$ cat src/sv/lfs_pkg.sv
// Shared types and constants for the line follower steering block.
// Used by line_follower_steering and its port checker; depends on nothing.
package lfs_pkg;

    localparam int unsigned SensorW = 8;
    localparam int unsigned SpeedW  = 9;
    localparam int unsigned TurnW   = 7;
    localparam int unsigned OffW    = 8;
    localparam int unsigned LostW   = 8;
    localparam int unsigned CntW    = 4;
    localparam int unsigned CfgW    = 9;
    localparam int unsigned CfgIdxW = 3;

    localparam logic [SpeedW-1:0] BaseMin   = 9'd70;
    localparam logic [SpeedW-1:0] BaseMax   = 9'd300;
    localparam logic [SpeedW-1:0] WheelMax  = 9'd300;
    localparam logic [SpeedW-1:0] EmergCut  = 9'd10;
    localparam logic [LostW-1:0]  LostSat   = 8'hFF;

    localparam logic [SpeedW-1:0] CruiseRst  = 9'd140;
    localparam logic [LostW-1:0]  LostStopRst = 8'd15;
    localparam logic [CntW-1:0]   ConfirmRst = 4'd2;
    localparam logic [SpeedW-1:0] LostSpdRst = 9'd80;
    localparam logic [TurnW-1:0]  CurveRst   = 7'd12;
    localparam logic [TurnW-1:0]  NormalRst  = 7'd27;
    localparam logic [TurnW-1:0]  EmergRst   = 7'd50;

    typedef enum logic [2:0] {
        MODE_CENTER = 3'd0,
        MODE_LEFT   = 3'd1,
        MODE_RIGHT  = 3'd2,
        MODE_ELEFT  = 3'd3,
        MODE_ERIGHT = 3'd4
    } mode_t;

    typedef enum logic [CfgIdxW-1:0] {
        REG_CRUISE_SPEED    = 3'd0,
        REG_LOST_STOP_TICKS = 3'd1,
        REG_CONFIRM_TICKS   = 3'd2,
        REG_LOST_SPEED      = 3'd3,
        REG_CURVE_BIAS      = 3'd4,
        REG_NORMAL_TURN     = 3'd5,
        REG_EMERGENCY_TURN  = 3'd6,
        REG_STEER_INVERT    = 3'd7
    } cfg_idx_t;

endpackage

$ cat src/sv/line_follower_steering.sv
// Line follower differential steering: sensor word in, wheel speed word out.
// Depends on lfs_pkg for mode codes, register indexes and speed limits.
//
// Usage:
//   The s_ channel carries one eight-bit sensor sample per word; the m_
//   channel returns one result word per sample: both wheel speeds in tenths,
//   the lost flag, the tracking mode and the signed turn offset.
//   A word accepted on s_ is on m_ in the cycle after it is taken.
//   Throughput is one word per cycle while m_ready is high. The whole decision
//   (priority encode, confirmation counter, offset select, saturating wheel sums) is one pass
//   of logic from the accepted sample into the result register.
//   s_ready is high while the result register is empty or is being taken,
//   so a stalled receiver holds the current result and blocks at most one
//   further sample.
//   Configuration is written through cfg_we/cfg_index/cfg_data, one register
//   per cycle; the user writes only while no word is in flight (unchecked).
//   Reset (aresetn low, synchronous) empties the result register, restores
//   the register defaults and puts the tracker in center mode with cleared
//   counters.
module line_follower_steering (
    input  logic                         aclk,
    input  logic                         aresetn,
    input  logic                         s_valid,
    output logic                         s_ready,
    input  logic [lfs_pkg::SensorW-1:0]  s_sensor_bits,
    output logic                         m_valid,
    input  logic                         m_ready,
    output logic [lfs_pkg::SpeedW-1:0]   m_left_speed,
    output logic [lfs_pkg::SpeedW-1:0]   m_right_speed,
    output logic                         m_line_lost,
    output logic [2:0]                   m_track_mode,
    output logic signed [lfs_pkg::OffW-1:0] m_steer_offset,
    input  logic                         cfg_we,
    input  logic [lfs_pkg::CfgIdxW-1:0]  cfg_index,
    input  logic [lfs_pkg::CfgW-1:0]     cfg_data
);
    import lfs_pkg::*;

    // Configuration registers.
    logic [SpeedW-1:0] cruise_speed_reg;
    logic [LostW-1:0]  lost_stop_ticks_reg;
    logic [CntW-1:0]   confirm_ticks_reg;
    logic [SpeedW-1:0] lost_speed_reg;
    logic [TurnW-1:0]  curve_bias_reg;
    logic [TurnW-1:0]  normal_turn_reg;
    logic [TurnW-1:0]  emergency_turn_reg;
    logic              steer_invert_reg;

    // Tracker state.
    mode_t             active_mode_reg, active_mode_next;
    mode_t             candidate_mode_reg, candidate_mode_next;
    logic [CntW-1:0]   confirm_count_reg, confirm_count_next;
    logic [LostW-1:0]  lost_count_reg, lost_count_next;

    // Result register.
    logic                     m_valid_reg;
    logic [SpeedW-1:0]        left_speed_reg, left_speed_next;
    logic [SpeedW-1:0]        right_speed_reg, right_speed_next;
    logic                     line_lost_reg, line_lost_next;
    mode_t                    track_mode_reg, track_mode_next;
    logic signed [OffW-1:0]   steer_offset_reg, steer_offset_next;

    logic                     accept;
    logic                     lost;
    mode_t                    det_mode;
    logic [CntW-1:0]          count_upd;
    logic [SpeedW-1:0]        base_clamped;
    logic [SpeedW-1:0]        base_cut;
    logic [SpeedW-1:0]        base_speed;
    logic [SpeedW-1:0]        lost_wheel;
    logic signed [OffW-1:0]   turn;
    logic signed [OffW-1:0]   applied;
    logic signed [10:0]       base_s;
    logic signed [10:0]       applied_s;
    logic signed [10:0]       left_sum;
    logic signed [10:0]       right_sum;

    assign s_ready = !m_valid_reg || m_ready;
    assign accept  = s_valid && s_ready;
    assign lost    = (s_sensor_bits == '0);

    // Priority encoder: outer sensors first, then the inner pairs.
    always_comb begin
        if (s_sensor_bits[0]) begin
            det_mode = MODE_ELEFT;
        end else if (s_sensor_bits[7]) begin
            det_mode = MODE_ERIGHT;
        end else if (s_sensor_bits[1] || s_sensor_bits[2]) begin
            det_mode = MODE_LEFT;
        end else if (s_sensor_bits[5] || s_sensor_bits[6]) begin
            det_mode = MODE_RIGHT;
        end else begin
            det_mode = MODE_CENTER;
        end
    end

    // Mode tracking and the lost counter.
    always_comb begin
        active_mode_next    = active_mode_reg;
        candidate_mode_next = candidate_mode_reg;
        confirm_count_next  = confirm_count_reg;
        lost_count_next     = '0;
        count_upd           = confirm_count_reg;
        if (lost) begin
            lost_count_next     = (lost_count_reg == LostSat) ? LostSat
                                                               : lost_count_reg + 1'b1;
            active_mode_next    = MODE_CENTER;
            candidate_mode_next = MODE_CENTER;
            confirm_count_next  = '0;
        end else if (det_mode == MODE_LEFT || det_mode == MODE_RIGHT) begin
            if (det_mode != candidate_mode_reg) begin
                count_upd = CntW'(1);
            end else if (confirm_count_reg < confirm_ticks_reg) begin
                count_upd = confirm_count_reg + 1'b1;
            end
            candidate_mode_next = det_mode;
            confirm_count_next  = count_upd;
            if (count_upd >= confirm_ticks_reg) begin
                active_mode_next = det_mode;
            end
        end else begin
            active_mode_next    = det_mode;
            candidate_mode_next = det_mode;
            confirm_count_next  = '0;
        end
    end

    // Speeds and offset for the mode that is in effect after this sample.
    always_comb begin
        if (cruise_speed_reg < BaseMin) begin
            base_clamped = BaseMin;
        end else if (cruise_speed_reg > BaseMax) begin
            base_clamped = BaseMax;
        end else begin
            base_clamped = cruise_speed_reg;
        end
        // The clamped base is at least the minimum, so the cut cannot wrap.
        base_cut = base_clamped - EmergCut;
        if (base_cut < BaseMin) begin
            base_cut = BaseMin;
        end

        case (active_mode_next)
            MODE_LEFT: begin
                turn       = signed'({1'b0, normal_turn_reg});
                base_speed = base_clamped;
            end
            MODE_RIGHT: begin
                turn       = -signed'({1'b0, normal_turn_reg});
                base_speed = base_clamped;
            end
            MODE_ELEFT: begin
                turn       = signed'({1'b0, emergency_turn_reg});
                base_speed = base_cut;
            end
            MODE_ERIGHT: begin
                turn       = -signed'({1'b0, emergency_turn_reg});
                base_speed = base_cut;
            end
            default: begin
                turn       = -signed'({1'b0, curve_bias_reg});
                base_speed = base_clamped;
            end
        endcase

        applied   = steer_invert_reg ? -turn : turn;
        base_s    = signed'({2'b00, base_speed});
        applied_s = {{3{applied[OffW-1]}}, applied};
        left_sum  = base_s - applied_s;
        right_sum = base_s + applied_s;

        lost_wheel = (lost_speed_reg > WheelMax) ? WheelMax : lost_speed_reg;

        if (lost) begin
            left_speed_next   = (lost_count_next >= lost_stop_ticks_reg) ? '0 : lost_wheel;
            right_speed_next  = left_speed_next;
            line_lost_next    = 1'b1;
            track_mode_next   = MODE_CENTER;
            steer_offset_next = '0;
        end else begin
            if (left_sum < 0) begin
                left_speed_next = '0;
            end else if (left_sum > signed'({2'b00, WheelMax})) begin
                left_speed_next = WheelMax;
            end else begin
                left_speed_next = left_sum[SpeedW-1:0];
            end
            if (right_sum < 0) begin
                right_speed_next = '0;
            end else if (right_sum > signed'({2'b00, WheelMax})) begin
                right_speed_next = WheelMax;
            end else begin
                right_speed_next = right_sum[SpeedW-1:0];
            end
            line_lost_next    = 1'b0;
            track_mode_next   = active_mode_next;
            steer_offset_next = turn;
        end
    end

    // Configuration writes.
    always_ff @(posedge aclk) begin
        if (!aresetn) begin
            cruise_speed_reg    <= CruiseRst;
            lost_stop_ticks_reg <= LostStopRst;
            confirm_ticks_reg   <= ConfirmRst;
            lost_speed_reg      <= LostSpdRst;
            curve_bias_reg      <= CurveRst;
            normal_turn_reg     <= NormalRst;
            emergency_turn_reg  <= EmergRst;
            steer_invert_reg    <= 1'b1;
        end else if (cfg_we) begin
            case (cfg_idx_t'(cfg_index))
                REG_CRUISE_SPEED:    cruise_speed_reg    <= cfg_data;
                REG_LOST_STOP_TICKS: lost_stop_ticks_reg <= cfg_data[LostW-1:0];
                REG_CONFIRM_TICKS:   confirm_ticks_reg   <= cfg_data[CntW-1:0];
                REG_LOST_SPEED:      lost_speed_reg      <= cfg_data;
                REG_CURVE_BIAS:      curve_bias_reg      <= cfg_data[TurnW-1:0];
                REG_NORMAL_TURN:     normal_turn_reg     <= cfg_data[TurnW-1:0];
                REG_EMERGENCY_TURN:  emergency_turn_reg  <= cfg_data[TurnW-1:0];
                REG_STEER_INVERT:    steer_invert_reg    <= cfg_data[0];
                default: begin
                end
            endcase
        end
    end

    // Tracker state and result valid.
    always_ff @(posedge aclk) begin
        if (!aresetn) begin
            active_mode_reg    <= MODE_CENTER;
            candidate_mode_reg <= MODE_CENTER;
            confirm_count_reg  <= '0;
            lost_count_reg     <= '0;
            m_valid_reg        <= 1'b0;
        end else begin
            if (accept) begin
                active_mode_reg    <= active_mode_next;
                candidate_mode_reg <= candidate_mode_next;
                confirm_count_reg  <= confirm_count_next;
                lost_count_reg     <= lost_count_next;
                m_valid_reg        <= 1'b1;
            end else if (m_ready) begin
                m_valid_reg <= 1'b0;
            end
        end
    end

    // Result payload.
    always_ff @(posedge aclk) begin
        if (accept) begin
            left_speed_reg   <= left_speed_next;
            right_speed_reg  <= right_speed_next;
            line_lost_reg    <= line_lost_next;
            track_mode_reg   <= track_mode_next;
            steer_offset_reg <= steer_offset_next;
        end
    end

    assign m_valid        = m_valid_reg;
    assign m_left_speed   = left_speed_reg;
    assign m_right_speed  = right_speed_reg;
    assign m_line_lost    = line_lost_reg;
    assign m_track_mode   = track_mode_reg;
    assign m_steer_offset = steer_offset_reg;

endmodule

$ cat config.mk
export PLATFORM = sky130hd
export DESIGN_NAME = line_follower_steering
export DESIGN_NICKNAME = d
export VERILOG_FILES = /design/src/sv/lfs_pkg.sv /design/src/sv/line_follower_steering.sv
export SDC_FILE = /design/constraint.sdc
export NUM_CORES = 1
export LEC_CHECK = 0
export ABC_AREA = 0
export BUFFER_PORTS_ARGS = -buffer_cell sky130_fd_sc_hd__buf_2
export CORE_MARGIN = 10
export CORE_UTILIZATION = 55
export DETAILED_ROUTE_END_ITERATION = 10
export PLACE_DENSITY = 0.85
export SETUP_SLACK_MARGIN = 0.2
export SYNTH_ARGS = -nofsm -noshare
export SYNTH_HDL_FRONTEND = slang
export SYNTH_SLANG_ARGS = --single-unit
$ cat constraint.sdc
create_clock -name aclk -period 6.9 [get_ports aclk]
set_clock_uncertainty 0.1 [all_clocks]
set_input_delay 1.38 -clock aclk [delete_from_list [all_inputs] [get_ports aclk]]
set_output_delay 1.38 -clock aclk [all_outputs]
set_load 0.01 [all_outputs]
Yosys cells after proc, flatten, opt, wreduce, memory -nomap -nowiden

Index checks and enable logic that the tools add are counted.

Register bits: 101
Input bits: 25
Output and inout bits: 32
Logic and storage cells: 104

Add/sub/neg operators: 9
Magnitude comparators: 11
Equal/unequal tests: 15
Multiplexer cells: 33
Reduce and logical (&&, ||, !) cells: 18

Operators with widths:

| kind                                                                           | count |
|---|---|
| 9-bit two-way mux                                                              | 12 |
| 8-bit case mux with 4 select lines                                             | 1 |
| 4-bit two-way mux                                                              | 6 |
| 8-bit two-way mux                                                              | 3 |
| 7-bit negation with 8-bit output                                               | 3 |
| 11-bit by 10-bit > comparator with 1-bit output (second input constant)        | 2 |
| 11-bit by 1-bit less-than comparator with 1-bit output (second input constant) | 2 |
| 9-bit > comparator (second input constant)                                     | 2 |
| 9-bit by 7-bit less-than comparator with 1-bit output (second input constant)  | 2 |
| 3-bit two-way mux                                                              | 6 |
| 2-bit AND reduction                                                            | 8 |
| 3-bit by 2-bit equality test with 1-bit output (second input constant)         | 5 |
| 3-bit equality test (second input constant)                                    | 5 |
| 10-bit by 8-bit adder with 11-bit output                                       | 1 |
| 10-bit by 8-bit subtractor with 11-bit output                                  | 1 |
| 3-bit by 1-bit equality test with 1-bit output (second input constant)         | 3 |
| 9-bit by 4-bit subtractor with 9-bit output (second input constant)            | 1 |
| 8-bit by 1-bit adder with 8-bit output (second input constant)                 | 1 |
| 8-bit equality test (second input constant)                                    | 1 |
| 8-bit greater-or-equal comparator                                              | 1 |
| 8-bit zero test                                                                | 1 |
| 8-bit negation                                                                 | 1 |
| 4-bit by 1-bit adder with 4-bit output (second input constant)                 | 1 |
| 4-bit greater-or-equal comparator                                              | 1 |
| other kinds (10)                                                               | 16 |

Depth between registers and ports, before layout

Depth after elaboration: 22
Gate-level depth with buffers: 34
Gate-level depth less buffers: 33

Worst setup path after synthesis

No wires, ideal clock.

Path type: in2reg
Start: input port s_sensor_bits[7] in the netlist's numbering
End: register left_speed_reg[7], in the netlist m_left_speed[7] (data pin)
Setup time: 0.130 ns
Data arrival time: 7.247 ns
Slack: -0.577 ns
Stages on the path: 31
Cells stage by stage: nor3_1 > o21ai_0 > xor2_1 > a31oi_1 > a211oi_1 > and2_1 > ha_1 > a211oi_1 > o21a_1 > nor4_1 > nor3_4 > inv_1 > nor4_1 > o21ai_0 > o2111ai_1 > nor3_1 > nand2b_1 > xor2_1 > ha_1 > clkbuf_1 > nor3_1 > a2111oi_0 > nor2_1 > o21ai_0 > nand2b_1 > xor2_1 > nand2_1 > nand2_1 > or4_1 > nor2_1 > a211o_1

Longest elaborated chain between the ends: 19

Ends and longest elaborated chain:

| item                                            | line                          | RTL |
|---|---|---|
| start, declared                                 | line_follower_steering.sv:25  | `input logic [lfs_pkg::SensorW-1:0] s_sensor_bits,` |
| 3-bit two-way mux                               | line_follower_steering.sv:86  | `end else if (s_sensor_bits[7]) begin` |
| 3-bit two-way mux                               | line_follower_steering.sv:84  | `if (s_sensor_bits[0]) begin` |
| 3-bit inequality test                           | line_follower_steering.sv:111 | `if (det_mode != candidate_mode_reg) begin` |
| 4-bit two-way mux                               | line_follower_steering.sv:111 |  |
| 4-bit two-way mux                               | line_follower_steering.sv:110 | `end else if (det_mode == MODE_LEFT \|\| det_mode == MODE_RIGHT) begin` |
| 4-bit two-way mux                               | line_follower_steering.sv:104 | `if (lost) begin` |
| 4-bit greater-or-equal comparator               | line_follower_steering.sv:118 | `if (count_upd >= confirm_ticks_reg) begin` |
| 3-bit two-way mux                               | line_follower_steering.sv:118 |  |
| [4 not listed]                                  | --                            |  |
| 8-bit negation                                  | line_follower_steering.sv:166 | `applied = steer_invert_reg ? -turn : turn;` |
| 8-bit two-way mux                               | line_follower_steering.sv:166 |  |
| 10-bit by 8-bit subtractor with 11-bit output   | line_follower_steering.sv:169 | `left_sum = base_s - applied_s;` |
| 11-bit by 10-bit > comparator with 1-bit output | line_follower_steering.sv:183 | `end else if (left_sum > signed'({2'b00, WheelMax})) begin` |
| 9-bit two-way mux                               | line_follower_steering.sv:183 |  |
| 9-bit two-way mux                               | line_follower_steering.sv:181 | `if (left_sum < 0) begin` |
| 9-bit two-way mux *                             | line_follower_steering.sv:174 | `if (lost) begin` |
| named net left_speed_next[7]                    | line_follower_steering.sv:57  | `logic [SpeedW-1:0] left_speed_reg, left_speed_next;` |
| end signal, assigned                            | line_follower_steering.sv:252 | `left_speed_reg <= left_speed_next;` |
| end, declared                                   | line_follower_steering.sv:57  |  |

Mark *: on every way through the listed nets, which the timed path passes. The rest lies on a longest branch. The select of a mux whose other input is x is not followed.
A chain may end at the register's enable or synchronous reset.

Final worst setup path

Same ends and word-level chain as after synthesis.

==> results_dict.tcl <==
set metrics [dict create \
    avgRoutedWirePerCell_um 19.27 \
    initial_core_util 0.5673 \
    finalHoldViolCount 0 \
    worstPathArrival_ns 7.46 \
    clockRootBuffer "clkbuf_16" \
    fmax_ghz 0.1365 \
    ys_async_sr_fraction 0 \
    synth_compound_area_frac 0.2046 \
    synth-edff-count 30 \
    syn_inst 859 \
    cts_buffers 9 \
    grt_pass1_wl_mm 32.80 \
    nets 1118 \
    hp-class "reg -> reg" \
    start_kind "input port" \
    die-area_um2 17420 \
    htree_levels 3 \
    synthTopCellsByArea "dfxtp_1 21%, edfxtp_1 13%, nand2_1 8.9%" \
    antenna_found_initial 0 \
    dr.pass1.iters 5 \
    ir_drop_mv 0.1366 \
    final_max_slew_viol_count 0 \
    finalWorstSetupSlack_ns -0.4245 \
    remaining_drc_errors 0 \
    synthMuxAreaShare 0.02974 \
    synth_xor_area_frac 0.05332 \
    io_buffers 56 \
    period_share 1.062 \
    yosys_warnings 0 \
    io_pins 57 \
    rsz0062_at_grt "yes" \
    diodes 0 \
    yosys.area_share.simple 0.2479 \
    max_stage_delay_ns 0.51 \
    synth_top_area_frac 0.2060 \
    tritoncts "yes" \
    grt_max_degree 40 \
    antenna_left 0 \
    finalWeightedCongestion 1.040 \
    syn_area_um2 6899 \
    first_iter_violations 907 \
    grt_pass1_vias 6707 \
    synth_cell_type_count 71 \
    hpwl_mm 14.86 \
    drive_above_1_share 0.3264 \
    synth_top_family_by_area "simple AND/OR/NAND/NOR gates" \
    tns_ns -5.703 \
    grt_overflow 0 \
    crit_required_ns 7.03 \
    core_um2 12160 \
    slew_headroom 0.3749 \
    cp-end-kind "register" \
    syn-num-nets 928 \
    period_needed_ns 7.325 \
    clock_latency_ns 0.37 \
    ys.flop_type "dfxtp_1" \
    wl_mm 23.55 \
    ys_seq_area_frac 0.3366 \
    clkTransAtPathRegs_ns 0.08 \
    power_density_nw_per_um2 275.8 \
    syn_to_final_growth_pct 36.56 \
    status "finished with violations" \
    ys_seq_elements 101 \
    power_mw 2.598 \
    p_leak_nw 4.013 \
    max_slew.worst_pin.slew_ns 0.9305 \
    grtUsageTotal 0.2249 \
    synth_fa_ha_area_frac 0.08197 \
    cts.path.max_buffers 2 \
    cts_sinks 101 \
    vias 7527 \
    cpMostUsedCell "buf_4" \
    violations "negative setup slack" \
    avgViaCountPerCell 6.160 \
    rows 40 \
    cp_max_fo 4 \
    slowest_stage "or4_4" \
    syn_avg_cell_area_um2 8.032 \
    ctsHoldBuffers 0 \
    die_h_um 132 \
    cap_violations 0 \
    crit_type "in -> reg" \
    yosysTopAreaCell "dfxtp_1" \
    setup_violations 18 \
    die_x_um 132 \
    stdcell_count 1222 \
    dp.cells 1166 \
]
layout by cell type (no fill, tap or decap), types with 10 or more instances in the layout:
cell type and instances:
xor2_1 14, ha_1 33, xnor2_1 17, clkbuf_16 10, nand2_1 154, edfxtp_1 30
buf_4 144, o211ai_1 17, a21oi_1 73, nor2b_1 10, o21ai_2 10, nor3_1 20
o21ai_0 13, buf_2 54, dfxtp_1 71, mux2i_1 15, nor2_1 54, a21o_1 15
nand3_1 33, inv_1 35, and2_1 11
logic make-up after synthesis:
family / count (synthesis)
AND/OR/NAND/NOR: 361
adder cells (fa/ha/maj): 44
multiplexers: 20
AO/OA/AOI/OAI: 216
flip-flops: 101
XOR/XNOR: 42
buffers and inverters: 75
worst max-delay path, delay by kind of cell:
| kind | cells | cell delay [ns] |
|---|---|---|
| AND/OR/NAND/NOR | 11 | 2.21 |
| XOR/XNOR | 2 | 0.35 |
| multiplexers | 1 | 0.30 |
| adder cells (fa/ha/maj) | 2 | 0.53 |
| AO/OA/AOI/OAI | 10 | 1.95 |
| buffers and inverters | 5 | 0.72 |
routing by layer:
layer / share of wire / wire, um / GRT usage
met5: 0 / 0 / 0
met4: 0.049 / 1156 / 0.1063
met3: 0.11 / 2601 / 0.04954
met2: 0.46 / 10780 / 0.3470
met1: 0.38 / 9014 / 0.2914
synth_stat cells (5+ instances only):
cell type,number
and2_1,14
inv_1,39
nand2_1,163
o21ai_0,29
xnor2_1,24
nand2b_1,12
nor2_1,58
a21oi_1,78
clkbuf_1,22
a22oi_1,7
nor4_1,6
nor2b_1,13
or3_1,6
a31oi_1,5
nor3_1,25
edfxtp_1,30
a21o_1,15
o211ai_1,17
nor3b_1,6
xor2_1,18
ha_1,42
dfxtp_1,71
mux2i_1,16
a211oi_1,9
nand3_1,34
final cells by class:
class | instances | area (um^2)
Clock buffer | 12 | 257.7
Multi-Input combinational cell | 683 | 4927
Inverter | 45 | 173.9
Timing Repair Buffer | 209 | 1496
Tap cell | 168 | 210.2
Clock inverter | 4 | 33.78
Sequential cell | 101 | 2322
Fill cell | 775 | 2740
metrics by stage:
step                      worst slack (ns)  hold WS, ns  area (um^2)  utilization
after global placement             -0.2084       0.3433         8247       0.6781
after floorplan                    0.09463       0.3363         7044            -
after CTS                           0.2148       0.3705         8788       0.7226
after global routing               -0.6840       0.3892         9422       0.7747
final                              -0.4245       0.3619         9422       0.7747
after detailed placement           -0.3573       0.3605         8247       0.6781
worst paths after layout:
check / startpoint / endpoint / slack, ns / depth (start not counted)
hold reg to reg: lost_stop_ticks_reg[6] / lost_stop_ticks_reg[6] / 0.36 / 2
setup / recovery: s_sensor_bits[7] / m_left_speed[7] / -0.42 / 31
setup reg to reg: confirm_ticks_reg[1] / m_left_speed[7] / 0.01 / 34
hold / removal: lost_stop_ticks_reg[6] / lost_stop_ticks_reg[6] / 0.36 / 2
where the power goes:
group	switching, mW	internal (mW)
clock network	0.238	0.271
logic	0.723	0.667
registers	0.0205	0.679
repair_timing:
action	in CTS	in global routing
setup buffers	14	26
hold endpoints to repair	0	0
gates resized for setup	31	89
pin swaps	22	46
setup endpoints to repair	18	18
No activity file was read; power rests on OpenSTA's default activity.
